<file path="src/sv/ready_bitmap_priority_scheduler_macros.svh">
// assertion macros for the ready bitmap priority scheduler
// no dependencies; defining ASSERT_OFF turns every check into nothing
`ifndef READY_BITMAP_PRIORITY_SCHEDULER_MACROS_SVH
`define READY_BITMAP_PRIORITY_SCHEDULER_MACROS_SVH
`ifndef ASSERT_OFF
`define RBPS_ASSERT(lbl, clk, rst_n, prop) \
  lbl: assert property (@(posedge clk) disable iff (!rst_n) (prop)) \
    else $error("rbps assertion failed");
`define RBPS_NEVER(lbl, clk, rst_n, cond) \
  `RBPS_ASSERT(lbl, clk, rst_n, !(cond))
`else
`define RBPS_ASSERT(lbl, clk, rst_n, prop)
`define RBPS_NEVER(lbl, clk, rst_n, cond)
`endif
`endif

</file>
<file path="src/sv/rbps_pkg.sv">
// shared constants, types and helpers of the ready bitmap priority scheduler
// no dependencies
package rbps_pkg;

  localparam int unsigned MaxPriorities = 64;
  localparam int unsigned NumRows       = 8;
  localparam int unsigned RowW          = 8;   // priorities per row
  localparam int unsigned RowAddrW      = 3;   // row part of a priority
  localparam int unsigned ColW          = 3;   // column part of a priority
  localparam int unsigned PrioW         = RowAddrW + ColW;
  localparam int unsigned CountW        = 7;

  typedef enum logic [2:0] {
    OP_CLEAR = 3'd0,
    OP_SET   = 3'd1,
    OP_UNSET = 3'd2,
    OP_FIND  = 3'd3,
    OP_TRAV  = 3'd4
  } op_e;

  typedef struct packed {
    logic                en;
    logic [RowAddrW-1:0] addr;
    logic [RowW-1:0]     data;
  } ram_wr_t;

  // index of the least significant set bit, 0 for an empty mask
  function automatic logic [ColW-1:0] lowest_bit(input logic [RowW-1:0] v);
    logic [ColW-1:0] idx;
    idx = '0;
    for (int i = RowW - 1; i >= 0; i--) begin
      if (v[i]) begin
        idx = ColW'(i);
      end
    end
    return idx;
  endfunction

endpackage

</file>
<file path="src/sv/rbps_row_ram.sv">
// row mask storage: one write port, one read port with registered data
// depends on rbps_pkg
module rbps_row_ram (
  input  logic                      clk_i,
  input  rbps_pkg::ram_wr_t         wr_i,
  input  logic                      rd_en_i,
  input  logic [rbps_pkg::RowAddrW-1:0] rd_addr_i,
  output logic [rbps_pkg::RowW-1:0] rd_data_o
);
  import rbps_pkg::*;

  logic [RowW-1:0] mem_q [NumRows];
  logic [RowW-1:0] rd_data_q;

  always_ff @(posedge clk_i) begin
    if (wr_i.en) begin
      mem_q[wr_i.addr] <= wr_i.data;
    end
  end

  always_ff @(posedge clk_i) begin
    if (rd_en_i) begin
      rd_data_q <= mem_q[rd_addr_i];
    end
  end

  assign rd_data_o = rd_data_q;

endmodule

</file>
<file path="src/sv/ready_bitmap_priority_scheduler.sv">
// top level of the two-level ready bitmap priority scheduler
// depends on rbps_pkg, rbps_row_ram and ready_bitmap_priority_scheduler_macros.svh
//
// usage
//   a request is taken at a rising edge with start_i high and busy_o low; it
//   carries opcode_i (clear all, set ready, set unready, find highest,
//   traverse) and priority_req_i. every request yields one or more results,
//   each shown for exactly one cycle with result_valid_o high; last_o marks
//   the final result of a request. the receiver cannot stall, so no result
//   ever waits.
//   steps of each request, from acceptance to its last result:
//     clear all, unknown opcode, out-of-range priority, find or traverse on
//     an empty set: result registered at acceptance, busy_o never rises
//     set ready, set unready, find highest: row read, then result
//     traverse: one result per ready priority; the first row is read in the
//     accept cycle, each later row while the row before emits its last one
//   the row memory's single read port with registered data sets these steps;
//   every row update is a read, modify and write back.
//   reset clears the group mask and the control state; the row memory is not
//   cleared, a row whose group bit is clear reads as empty.
module ready_bitmap_priority_scheduler (
  input  logic                        clk_i,
  input  logic                        rst_ni,
  input  logic                        start_i,
  output logic                        busy_o,
  input  logic [2:0]                  opcode_i,
  input  logic [rbps_pkg::PrioW-1:0]  priority_req_i,
  output logic                        result_valid_o,
  output logic                        found_o,
  output logic [rbps_pkg::PrioW-1:0]  ready_priority_o,
  output logic                        any_ready_o,
  output logic [rbps_pkg::CountW-1:0] ready_count_o,
  output logic                        last_o,
  output logic                        range_error_o
);
  import rbps_pkg::*;

`include "ready_bitmap_priority_scheduler_macros.svh"

  // one-hot sequencer states
  typedef enum logic [4:0] {
    S_IDLE      = 5'b00001,
    S_RMW       = 5'b00010,
    S_FIND      = 5'b00100,
    S_TRAV_RD   = 5'b01000,
    S_TRAV_EMIT = 5'b10000
  } state_e;

  state_e state_q, state_d;

  // group mask lives in flops, it doubles as the valid bit of each row
  logic [RowW-1:0]     group_q, group_d;
  // rows of the current traverse not yet visited
  logic [RowW-1:0]     rows_q, rows_d;
  // row whose data the memory returns this cycle
  logic [RowAddrW-1:0] row_q, row_d;
  // bits of the current row still to be reported
  logic [RowW-1:0]     bits_q, bits_d;
  logic [CountW-1:0]   cnt_q, cnt_d;
  logic                set_q, set_d;
  logic [ColW-1:0]     col_q, col_d;

  // registered result
  logic                res_valid_q, res_valid_d;
  logic                res_found_q, res_found_d;
  logic [PrioW-1:0]    res_prio_q, res_prio_d;
  logic                res_any_q, res_any_d;
  logic [CountW-1:0]   res_cnt_q, res_cnt_d;
  logic                res_last_q, res_last_d;
  logic                res_err_q, res_err_d;

  // row memory ports
  ram_wr_t             ram_wr;
  logic                rd_en;
  logic [RowAddrW-1:0] rd_addr;
  logic [RowW-1:0]     rd_data;
  logic [RowW-1:0]     row_data;

  // helpers
  logic [RowAddrW-1:0] req_row;
  logic                req_ok;
  logic [RowW-1:0]     col_sel;
  logic [RowW-1:0]     new_row;
  logic [RowW-1:0]     cur_bits;
  logic [ColW-1:0]     cur_col;
  logic [RowW-1:0]     rem_bits;
  logic [RowAddrW-1:0] first_row;
  logic [RowAddrW-1:0] next_row;

  rbps_row_ram u_row_ram (
    .clk_i     (clk_i),
    .wr_i      (ram_wr),
    .rd_en_i   (rd_en),
    .rd_addr_i (rd_addr),
    .rd_data_o (rd_data)
  );

  // a row with its group bit clear is empty, whatever the memory holds
  assign row_data = group_q[row_q] ? rd_data : '0;

  assign req_row = priority_req_i[PrioW-1:ColW];
  assign req_ok  = ({1'b0, priority_req_i} < (PrioW + 1)'(MaxPriorities))
                && ({1'b0, req_row} < (RowAddrW + 1)'(NumRows));

  assign col_sel   = RowW'(1) << col_q;
  assign new_row   = set_q ? (row_data | col_sel) : (row_data & ~col_sel);
  assign cur_bits  = (state_q == S_TRAV_RD) ? row_data : bits_q;
  assign cur_col   = lowest_bit(cur_bits);
  assign rem_bits  = cur_bits & ~(RowW'(1) << cur_col);
  assign first_row = lowest_bit(group_q);
  assign next_row  = lowest_bit(rows_q);

  always_comb begin
    state_d     = state_q;
    group_d     = group_q;
    rows_d      = rows_q;
    row_d       = row_q;
    bits_d      = bits_q;
    cnt_d       = cnt_q;
    set_d       = set_q;
    col_d       = col_q;
    rd_en       = 1'b0;
    rd_addr     = row_q;
    ram_wr      = '0;
    res_valid_d = 1'b0;
    res_found_d = 1'b0;
    res_prio_d  = '0;
    res_cnt_d   = '0;
    res_last_d  = 1'b1;
    res_err_d   = 1'b0;

    unique case (state_q)
      S_IDLE: begin
        if (start_i) begin
          set_d = (opcode_i == OP_SET);
          col_d = priority_req_i[ColW-1:0];
          unique case (opcode_i)
            OP_CLEAR: begin
              group_d     = '0;
              res_valid_d = 1'b1;
            end
            OP_SET, OP_UNSET: begin
              if (req_ok) begin
                rd_en   = 1'b1;
                rd_addr = req_row;
                row_d   = req_row;
                state_d = S_RMW;
              end else begin
                res_valid_d = 1'b1;
                res_err_d   = 1'b1;
              end
            end
            OP_FIND, OP_TRAV: begin
              if (group_q == '0) begin
                res_valid_d = 1'b1;
              end else begin
                rd_en   = 1'b1;
                rd_addr = first_row;
                row_d   = first_row;
                rows_d  = group_q & ~(RowW'(1) << first_row);
                cnt_d   = '0;
                state_d = (opcode_i == OP_FIND) ? S_FIND : S_TRAV_RD;
              end
            end
            default: begin
              res_valid_d = 1'b1;
            end
          endcase
        end
      end

      S_RMW: begin
        // write back the modified row and keep the group bit in step
        ram_wr.en    = 1'b1;
        ram_wr.addr  = row_q;
        ram_wr.data  = new_row;
        group_d[row_q] = |new_row;
        res_valid_d  = 1'b1;
        state_d      = S_IDLE;
      end

      S_FIND: begin
        res_valid_d = 1'b1;
        res_found_d = 1'b1;
        res_prio_d  = {row_q, lowest_bit(row_data)};
        state_d     = S_IDLE;
      end

      S_TRAV_RD, S_TRAV_EMIT: begin
        // report one ready priority a cycle, fetch the next row when done
        cnt_d       = cnt_q + CountW'(1);
        res_valid_d = 1'b1;
        res_found_d = 1'b1;
        res_prio_d  = {row_q, cur_col};
        res_cnt_d   = cnt_q + CountW'(1);
        res_last_d  = 1'b0;
        if (rem_bits != '0) begin
          bits_d  = rem_bits;
          state_d = S_TRAV_EMIT;
        end else if (rows_q != '0) begin
          rd_en   = 1'b1;
          rd_addr = next_row;
          row_d   = next_row;
          rows_d  = rows_q & ~(RowW'(1) << next_row);
          state_d = S_TRAV_RD;
        end else begin
          res_last_d = 1'b1;
          state_d    = S_IDLE;
        end
      end

      default: begin
        state_d = S_IDLE;
      end
    endcase

    // any_ready reflects the group mask after this step
    res_any_d = |group_d;
  end

  always_ff @(posedge clk_i or negedge rst_ni) begin
    if (!rst_ni) begin
      state_q     <= S_IDLE;
      group_q     <= '0;
      res_valid_q <= 1'b0;
    end else begin
      state_q     <= state_d;
      group_q     <= group_d;
      res_valid_q <= res_valid_d;
    end
  end

  always_ff @(posedge clk_i) begin
    rows_q      <= rows_d;
    row_q       <= row_d;
    bits_q      <= bits_d;
    cnt_q       <= cnt_d;
    set_q       <= set_d;
    col_q       <= col_d;
    res_found_q <= res_found_d;
    res_prio_q  <= res_prio_d;
    res_any_q   <= res_any_d;
    res_cnt_q   <= res_cnt_d;
    res_last_q  <= res_last_d;
    res_err_q   <= res_err_d;
  end

  assign busy_o           = (state_q != S_IDLE);
  assign result_valid_o   = res_valid_q;
  assign found_o          = res_found_q;
  assign ready_priority_o = res_prio_q;
  assign any_ready_o      = res_any_q;
  assign ready_count_o    = res_cnt_q;
  assign last_o           = res_last_q;
  assign range_error_o    = res_err_q;

  // a request ends only with its last result
  `RBPS_ASSERT(a_busy_fall_last, clk_i, rst_ni,
               $fell(busy_o) |-> (result_valid_o && last_o))
  // a reported priority implies a nonempty set
  `RBPS_NEVER(a_found_empty, clk_i, rst_ni,
              result_valid_o && found_o && !any_ready_o)
  // an error result never reports a priority
  `RBPS_NEVER(a_err_found, clk_i, rst_ni,
              result_valid_o && range_error_o && found_o)
  // only traverse results are followed by more results of the same request
  `RBPS_ASSERT(a_nonlast_found, clk_i, rst_ni,
               (result_valid_o && !last_o) |-> (found_o && busy_o))

endmodule
</file>
<file path="config.mk">
export PLATFORM = sky130hd
export DESIGN_NAME = ready_bitmap_priority_scheduler
export DESIGN_NICKNAME = d
export VERILOG_FILES = /design/src/sv/rbps_pkg.sv /design/src/sv/rbps_row_ram.sv /design/src/sv/ready_bitmap_priority_scheduler.sv
export VERILOG_INCLUDE_DIRS = /design/src /design/src/sv
export SDC_FILE = /design/constraint.sdc
export NUM_CORES = 1
export LEC_CHECK = 0
export ABC_AREA = 1
export BUFFER_PORTS_ARGS = -buffer_cell sky130_fd_sc_hd__buf_2
export CELL_PAD_IN_SITES_DETAIL_PLACEMENT = 1
export CELL_PAD_IN_SITES_GLOBAL_PLACEMENT = 1
export CORE_ASPECT_RATIO = 0.5
export CORE_MARGIN = 2
export CORE_UTILIZATION = 43
export DETAILED_ROUTE_END_ITERATION = 10
export HOLD_SLACK_MARGIN = 0.02
export PLACE_DENSITY = 0.87
export SLEW_MARGIN = 20
export SYNTH_ARGS = -nofsm -noshare
export SYNTH_HDL_FRONTEND = slang
export SYNTH_SLANG_ARGS = --single-unit
</file>
<file path="constraint.sdc">
create_clock -name clk_i -period 3.1 [get_ports clk_i]
set_clock_uncertainty 0.1 [all_clocks]
set_input_delay 0.155 -clock clk_i [delete_from_list [all_inputs] [get_ports clk_i]]
set_output_delay 0.155 -clock clk_i [all_outputs]
set_load 0.01 [all_outputs]
</file>
==> impl_metrics.tcl, run 1 <==
set metrics [dict create \
    clock_latency_ns 0.44 \
    cp_max_fo 7 \
    violations "negative setup slack" \
    post-route-util 0.584 \
    synthesis.area_um2 6710 \
    vias 6816 \
    arrival_ns 3.79 \
    p_leak_nw 4.14 \
    wl_mm 28.6 \
    synth_edf_count 99 \
    synth_top_area_frac 0.443 \
    synth_common_cells "nand2_1 (165), inv_1 (151), edfxtp_1 (99), nand3_1 (77), nor2_1 (65)" \
    hpwl_mm 14.7 \
    crit_required_ns 3.20 \
    io-pin-count 31 \
    cp-start-kind "register" \
    n_antenna_cell 0 \
    dr.pass1.iters 6 \
    rows 32 \
    finalMaxSlewViolations 0 \
    die_area_um2 16700 \
    synth-seq-area-share 0.552 \
    grt_max_degree 33 \
    holdWs_ns 0.0661 \
    cts_sinks 132 \
    ys_async_sr_fraction 0.106 \
    multi_input_area_um2 2620 \
    core_um2 15300 \
    antenna_left 0 \
    top_layer_used "met4" \
    cpPeakStageDelay_ns 0.41 \
    cts_made_buffers 17 \
    worst_hold_path_type "input pin to register" \
    chipWidth_um 181 \
    synth.most_common_cell "nand2_1" \
    crit_type "register to register" \
    synth_flop_cell "edfxtp_1" \
    drcViolationCount 0 \
    ys_warn_count 0 \
    final_hold_viol_count 0 \
    area.growth.synth_to_final_pct 33.5 \
    tightest_slew_ns 0.930 \
    ir_worst_vdd_uv 499 \
    antenna_found_initial 0 \
    gr-total-overflow 0 \
    setup_violations 37 \
    outcome "finished with violations" \
    yosysTopAreaCell "edfxtp_1" \
    gp_congestion 0.886 \
    fmax_mhz 271 \
    dr.first_iter.drc_count 803 \
    layout.area.seq_um2 3720 \
    worst_path_most_repeated_cell "nand2_2" \
    slew_headroom 0.378 \
    final_area_um2 8960 \
    synthTopCellsByArea "edfxtp_1 (44%), nand2_1 (9.2%), inv_1 (8.5%)" \
    syn_area_per_cell_um2 8.74 \
    port_buffers 29 \
    cp_slowest_cell "dfrtp_1" \
    clock_path_buffers 2 \
    fill_cells 1753 \
    place_area_um2 7610 \
    routedWlPerCell_um 25.5 \
    layout-drive-gt1-share 0.326 \
    die_y_um 92.3 \
    drt-met1-wl_mm 10.6 \
    grt_pass1_wl_mm 37.8 \
    cts_tree "done" \
    post-route-period-util 1.19 \
    vias_per_cell 6.07 \
    nNetsFinal 918 \
    grt_pass1_vias 6813 \
    crit_path_end_kind "register" \
    syn_inst 767 \
    synth_seq_cells 132 \
    htree_levels 4 \
    initial_core_util 0.437 \
    post-route-min-period_ns 3.69 \
    total_power_mw 8.46 \
    path_clk_slew_ns 0.07 \
    cts-root-buf "clkbuf_16" \
    rsz0062_at_grt "true" \
    synthDistinctLibCells 45 \
    power.density_nw_per_um2 945 \
    dr_wl_met2_mm 13.4 \
    max_cap_violations 0 \
    route.met3.wl_mm 2.59 \
    grt_usage 0.299 \
    setup_ws_ns -0.593 \
]
-- registers in the layout, summed over array words and instances (netlist names), 3 cells and up --
name and flops:
state_q 5, ready_priority_o 6, ready_count_o 7, cnt_q 7, bits_q 8, rows_q 8
group_q 8, u_row_ram.mem_q 64, col_q 3, u_row_ram.rd_data_o 8, row_q 3
-- layout by cell type, fill, tap and decap left out, drive strengths merged --
cell	n
o31ai	9
xnor2	1
a22o	1
nand4	6
xor2	1
a32o	1
nor3	18
nand3	92
o211ai	5
ha	1
o22ai	7
edfxtp	99
clkbuf	20
a22oi	1
clkinvlp	2
dfstp	1
inv	160
a21oi	19
buf	128
conb	3
a31oi	4
a2bb2oi	1
bufinv	3
o311ai	3
nand3b	1
nor2	75
dlygate4sd3	5
dfrtp	13
o21ai	26
dfxtp	19
nand2	177
or2	2
nor4	6
nor3b	1
clkinv	7
-- cell families after synthesis --
kind of cell,share of synthesized area
simple gates,0.266
buf+inv,0.107
flops,0.552
compound gates,0.0692
xor+xnor,0.00261
fa+ha+maj,0.00187
other cells,0.000559
-- worst paths after layout --
kind                                         from                                to  slack (ns)  cells past startpoint
max                        state_q[1]$_DFFE_PN0P_  u_row_ram.rd_data_o[4]$_DFFE_PP_       -0.59                     25
min                                   opcode_i[0]                   set_q$_DFFE_PP_        0.07                      3
max reg2reg                state_q[1]$_DFFE_PN0P_  u_row_ram.rd_data_o[4]$_DFFE_PP_       -0.59                     25
min reg2reg                cnt_q[0]$_SDFFCE_PP0P_       ready_count_o[0]$_SDFF_PP0_        0.43                      1
max in group asynchronous                  rst_ni            state_q[0]$_DFFE_PN1P_        2.49                      2
min in group asynchronous                  rst_ni              group_q[1]$_DFF_PN0_        0.10                      2
-- worst max-delay path: cells and delay by family, from the launching register on --
family / cells / cell delay (ns)
buf+inv: 3 / 0.39
flops: 1 / 0.41
simple gates: 22 / 2.53
-- power by group --
| part | internal [mW] | switching, mW | leakage (nW) |
|---|---|---|---|
| Sequential | 2.12 | 0.167 | 1.17 |
| Clock | 1.28 | 0.888 | 0.290 |
| Combinational | 1.50 | 2.51 | 2.69 |
| Total | 4.90 | 3.56 | 4.14 |
-- layout make-up --
cell class / count / area share
well taps: 204 / 0.0285
multi-input cells: 461 / 0.292
clock inverters: 14 / 0.0198
repair buffers: 135 / 0.129
flip-flops and latches: 132 / 0.415
clock buffers: 18 / 0.0479
inverters: 158 / 0.0676
-- per-layer routing --
layer | global-route usage | up-vias
li1 | - | 2783
met1 | 0.345 | 3356
met2 | 0.532 | 490
met3 | 0.0613 | 187
met4 | 0.153 | 0
met5 | 0 | -
-- metrics by stage --
stage	TNS [ns]	setup WS (ns)	std cells
final	-10.45	-0.593	1122
after global routing	-15.25	-0.734	1122
after CTS	-1.71	-0.231	1103
after detailed placement	-3.25	-0.274	1055
after global placement	-0.0371	-0.0115	1055
after floorplan	0	0.134	769
-- what timing repair did --
action,CTS,global route
hold endpoints to repair,18,0
pin swaps,15,50
gates cloned,2,2
gates resized for setup,36,80
hold buffers,5,0
endpoints found under the setup margin,17,36
buffers inserted,9,17
(Power assumes the default switching activity.)
==> inputs of run 2 (changes only) <==
- CORE_UTILIZATION: 43 -> 42
- GPL_TIMING_DRIVEN: default -> 0
- PLACE_DENSITY: 0.87 -> 0.86
- SYNTH_HIERARCHICAL: default -> 1
==> run 2 against run 1 <==
  * The run still ends with negative setup slack left
  * Largest power group unchanged
  * Utilization down 2.2 points
  * Register-to-register slack got worse by 0.30 ns
  * Final cell count decreased by 0.80%
  * Critical path depth rose by 2
  * Design area is 2.7% lower
  * Critical endpoint is now u_row_ram/rd_data_o[2]$_DFFE_PP_
==> impl_metrics.tcl, run 2 <==
set metrics [dict create \
    ys_async_sr_fraction 0.106 \
    p_leak_nw 4.01 \
    layout_commonest_cell "nand2_1" \
    synth_top_area_frac 0.445 \
    power.density_nw_per_um2 761 \
    finalMaxSlewViolations 0 \
    crit_type "register to register" \
    cts_sinks 132 \
    tightest_slew_ns 1.05 \
    worst_hold_path_type "input pin to async pin" \
    post-route-min-period_ns 3.99 \
    nNetsFinal 909 \
    fmax_mhz 250 \
    layout_common_cells "nand2_1 (157), inv_1 (149), edfxtp_1 (99)" \
    clock_path_buffers 2 \
    die_y_um 93.2 \
    antenna_found_initial 0 \
    antenna_left 0 \
    gp_congestion 0.847 \
    grt_busiest_layer "met2" \
    top_register "u_row_ram/mem_q" \
    cts_tree "done" \
    crit_path_end_kind "register" \
    core_um2 15500 \
    synthDistinctLibCells 48 \
    vias 6769 \
    vias_per_cell 6.08 \
    final_area_um2 8710 \
    slew_headroom 0.294 \
    htree_levels 4 \
    ir_worst_vdd_uv 455 \
    dr.first_iter.drc_count 636 \
    gr-total-overflow 0 \
    use_met3 0.0685 \
    dr.pass1.iters 5 \
    chipWidth_um 182 \
    ys_warn_count 6 \
    synth_edf_count 99 \
    path_clk_slew_ns 0.07 \
    largest_reg_flops 64 \
    synth_common_cells "nand2_1 (209), inv_1 (159), edfxtp_1 (99), nor2_1 (81), nand3_1 (61)" \
    grt_pass1_vias 6743 \
    final_hold_viol_count 0 \
    wl_mm 29.7 \
    grt_pass1_wl_mm 38.9 \
    grtUsageMet2 0.549 \
    initial_core_util 0.431 \
    layout-drive-gt1-share 0.282 \
    synth.most_common_cell "nand2_1" \
    clock_latency_ns 0.44 \
    violations "negative setup slack" \
    routedWlPerCell_um 26.6 \
    synth_flop_cell "edfxtp_1" \
    grt_max_degree 17 \
    rows 32 \
    place_area_um2 7090 \
    cp-start-kind "register" \
    syn_area_per_cell_um2 8.48 \
    critical-path-top-delay-family "simple AND/OR/NAND/NOR gates" \
    cts-root-buf "clkbuf_16" \
    rsz0062_at_grt "true" \
    cp_max_fo 10 \
    holdWs_ns 0.0597 \
    yosysTopAreaCell "edfxtp_1" \
    crit_required_ns 3.19 \
    cts_made_buffers 17 \
    area.growth.synth_to_final_pct 30.4 \
    die_area_um2 17000 \
    worst_path_most_repeated_cell "nand2_2" \
    synthTopCellsByArea "edfxtp_1 (44%), nand2_1 (12%), inv_1 (8.9%)" \
    max_cap_violations 0 \
    synthesis.area_um2 6680 \
    n_antenna_cell 0 \
    setup_ws_ns -0.895 \
    hpwl_mm 14.1 \
    dp_slack_ns -0.723 \
    grtUsageMet1 0.359 \
    setup_violations 68 \
    cpPeakStageDelay_ns 0.42 \
    synth-seq-area-share 0.554 \
    cp_slowest_cell "dfxtp_4" \
    cp_num_buf_inv 4 \
    arrival_ns 4.09 \
    synth_seq_cells 132 \
    post-route-period-util 1.29 \
    outcome "finished with violations" \
    port_buffers 29 \
    grt_usage 0.309 \
    io-pin-count 31 \
    drcViolationCount 0 \
    syn_inst 788 \
]
-- run 2: changes by cell type after synthesis, sizes merged, moves of 7 or more --
cell	before	now
nor2	75	90
nand3	92	65
nor3	18	5
a22oi	1	8
nand2	177	220
inv	157	167
-- run 2: path summary, 6_finish.rpt --
path                                        start                          endpoint  slack, ns  cells past startpoint
max in group asynchronous                  rst_ni            state_q[0]$_DFFE_PN1P_       2.52                      2
max reg2reg                      row_q[2]$_DFF_P_  u_row_ram/rd_data_o[2]$_DFFE_PP_      -0.89                     27
min                                        rst_ni            state_q[1]$_DFFE_PN0P_       0.06                      2
min reg2reg                cnt_q[0]$_SDFFCE_PP0P_       ready_count_o[0]$_SDFF_PP0_       0.44                      1
max                              row_q[2]$_DFF_P_  u_row_ram/rd_data_o[2]$_DFFE_PP_      -0.89                     27
min in group clk_i                    opcode_i[2]            state_q[2]$_DFFE_PN0P_       0.13                      4
-- run 2: per-stage QoR --
| stage | util | setup TNS [ns] | total power [mW] | instances |
|---|---|---|---|---|
| final | 0.562 | -14.76 | 6.63 | 1113 |
| after global routing | 0.562 | -15.17 | 6.76 | 1113 |
| after CTS | 0.530 | -4.46 | 5.98 | 1087 |
| after detailed placement | 0.458 | -7.93 | 3.61 | 1023 |
| after global placement | 0.458 | -5.59 | 3.51 | 1023 |
| after floorplan | - | 0 | 3.13 | 790 |
-- run 2: final cells by class --
cell class	instances	area, um^2
plain buffers	19	188
clock buffers	20	447
clock inverters	12	154
fillers	1760	6780
inverters	168	663
multi-input cells	471	2640
flip-flops and latches	132	3720
well taps	204	255
repair buffers	87	642
-- run 2: routing by layer --
| layer | vias up | share of wire |
|---|---|---|
| met2 | 596 | 0.47 |
| met3 | 179 | 0.11 |
| met5 | - | 0 |
| met1 | 3280 | 0.36 |
| met4 | 0 | 0.058 |
| li1 | 2714 | - |
-- run 2: cell families (layout without fill, tap and decap cells) --
logic type	after synthesis	count (layout)	synth area share
flip-flops	132	132	0.554
other	1	3	0.000561
AND/OR/NAND/NOR	391	391	0.255
AO/OA/AOI/OAI	74	74	0.0697
adder cells (fa/ha/maj)	1	1	0.00187
buffers and inverters	187	306	0.116
XOR/XNOR	2	2	0.00262
-- run 2: where the power goes --
| part | internal (mW) | switching, mW | leakage (nW) |
|---|---|---|---|
| registers | 2.05 | 0.117 | 1.19 |
| logic | 0.744 | 1.52 | 2.53 |
| clock network | 1.29 | 0.915 | 0.290 |
-- run 2: timing repair --
action	4_1_cts	5_1_grt
pin swaps	22	49
resized for setup	60	97
endpoints found under the setup margin	25	109
cloned	2	0
buffers inserted	20	28
hold endpoints to repair	21	0
hold buffers	10	0
==> inputs of run 3 (changes only) <==
- CORE_UTILIZATION: 42 -> 43
- MAX_ROUTING_LAYER: default -> met4
- PLACE_DENSITY: 0.86 -> 0.87
- REMOVE_ABC_BUFFERS: default -> 1
- SYNTH_HIERARCHICAL: 1 -> default
==> run 3 against run 2 <==
  * The flow still finishes with violations (negative setup slack)
  * Die area fell by 1.9%
  * Hold slack improved by 0.056 ns
  * Setup slack got worse by 0.041 ns
  * Highest routed layer unchanged
==> impl_metrics.tcl, run 3 (same netlist as run 1, synthesis figures left out) <==
set metrics [dict create \
    holdWs_ns 0.115 \
    clock_path_buffers 2 \
    violations "negative setup slack" \
    antenna_left 0 \
    grt_pass1_wl_mm 41.9 \
    die_y_um 92.3 \
    grt_max_degree 38 \
    crit_path_end_kind "register" \
    total_power_mw 9.04 \
    rsz0062_at_grt "true" \
    clock_latency_ns 0.46 \
    hpwl_mm 13.1 \
    p_leak_nw 4.08 \
    wl_mm 33.7 \
    dr.first_iter.drc_count 996 \
    core_um2 15300 \
    cts_sinks 132 \
    fin_tns_setup_ns -50.01 \
    fmax_mhz 248 \
    arrival_ns 4.12 \
    htree_levels 4 \
    finalMaxSlewViolations 0 \
    grt_usage 0.346 \
    cp_max_fo 8 \
    cts-root-buf "clkbuf_16" \
    crit_type "register to register" \
    cts_tree "done" \
    r2r_cells 26 \
    final_hold_viol_count 0 \
    io-pin-count 31 \
    power.density_nw_per_um2 983 \
    post-route-min-period_ns 4.04 \
    largest_reg_flops 64 \
    crit_required_ns 3.19 \
    max_cap_violations 0 \
    port_buffers 29 \
    tightest_slew_ns 1.11 \
    nNetsFinal 911 \
    cp-start-kind "register" \
    path_clk_slew_ns 0.08 \
    area.growth.synth_to_final_pct 37.1 \
    layout-drive-gt1-share 0.374 \
    initial_core_util 0.437 \
    vias 7323 \
    die_area_um2 16700 \
    antenna_found_initial 2 \
    dr.pass1.iters 7 \
    setup_ws_ns -0.935 \
    post-route-period-util 1.30 \
    cts_made_buffers 17 \
    outcome "finished with violations" \
    rows 32 \
    layout_commonest_cell "inv_1" \
    gp_congestion 0.887 \
    ir_worst_vdd_uv 536 \
    regToRegSetupSlack_ns -0.94 \
    slew_headroom 0.262 \
    chipWidth_um 181 \
    drcViolationCount 0 \
    setup_violations 159 \
    grt_pass1_vias 6987 \
    vias_per_cell 6.56 \
    routedWlPerCell_um 30.2 \
    gr-total-overflow 0 \
    layout_common_cells "inv_1 (135), edfxtp_1 (99), nand2_1 (98)" \
    worst_hold_path_type "input pin to async pin" \
    top_register "u_row_ram.mem_q" \
]
-- run 3: cell types whose count changed in the layout (fill, tap and decap cells not counted), moves of 6 or more --
cell / before / now
a21oi_1: 24 / 18
a22oi_1: 7 / 1
buf_4: 46 / 72
inv_1: 149 / 135
nand2_1: 157 / 98
nand2_2: 50 / 58
nand2_4: 10 / 19
nand3_2: 15 / 36
nand3_4: 2 / 13
nor2_1: 71 / 56
o21ai_0: 15 / 23
-- run 3: path summary, 6_finish.rpt --
kind                                        start                          endpoint
min                                        rst_ni            state_q[1]$_DFFE_PN0P_
max                          group_q[7]$_DFF_PN0_  u_row_ram.rd_data_o[0]$_DFFE_PP_
max reg2reg                  group_q[7]$_DFF_PN0_  u_row_ram.rd_data_o[0]$_DFFE_PP_
max in group asynchronous                  rst_ni            state_q[4]$_DFFE_PN0P_
min reg2reg                cnt_q[0]$_SDFFCE_PP0P_       ready_count_o[0]$_SDFF_PP0_
min in group clk_i                        start_i                col_q[2]$_DFFE_PP_
-- run 3: what timing repair did --
item / CTS / global route
buffers inserted: 43 / 34
pin swaps: 47 / 57
gates cloned: 9 / 0
hold buffers: 7 / 0
resized for setup: 99 / 102
endpoints found under the hold margin: 19 / 0
setup endpoints to repair: 172 / 149
-- run 3: per-stage QoR --
step | cell area (um^2) | std cells | util | setup WS [ns]
after floorplan | 6590 | 751 | - | -0.139
after global routing | 9200 | 1117 | 0.600 | -0.957
after detailed placement | 7080 | 990 | 0.461 | -1.38
after CTS | 8570 | 1081 | 0.559 | -0.319
final | 9200 | 1117 | 0.600 | -0.935
after global placement | 6990 | 984 | 0.456 | -1.18
-- run 3: metal layers --
metal	GRT usage	up-vias	wire [um]
met5	-	-	0
met4	0.193	0	2700
met3	0.0798	277	4200
met2	0.566	748	15000
met1	0.402	3504	11800
li1	-	2794	-
-- run 3: area by class of cell --
class	instances	area [um^2]
clock inverters	15	143
fillers	1700	6140
inverters	158	622
repair inverters	1	6.26
flip-flops and latches	132	3720
clock buffers	17	425
diodes	2	5.00
well taps	204	255
multi-input cells	469	3090
repair buffers	119	932
-- run 3: worst max-delay path: stages, from the launching register on --
cell,delay (ns)
dfrtp_1,0.50
inv_2,0.15
nand2_1,0.08
nand3b_1,0.14
nand2_4,0.09
buf_4,0.16
o21ai_4,0.24
nand2_2,0.12
nand2_4,0.11
nand2_2,0.07
nand2_2,0.07
nand2_2,0.08
nand2_4,0.10
nand3_2,0.07
nand2_2,0.10
nand2_2,0.07
nor2_4,0.17
nand4_1,0.20
nand3_4,0.18
nand3_4,0.11
buf_12,0.20
nand2_8,0.13
nand2_2,0.09
nand3_2,0.09
nand2_1,0.12
nand2_1,0.11
nand2_2,0.09
-- run 3: report_power, final --
group          leakage, nW  total, mW  internal (mW)  switching (mW)
clock network        0.271       2.13           1.13            1.00
registers             1.16       2.33           2.12           0.213
logic                 2.65       4.58           1.50            3.08
total                 4.08       9.04           4.74            4.30
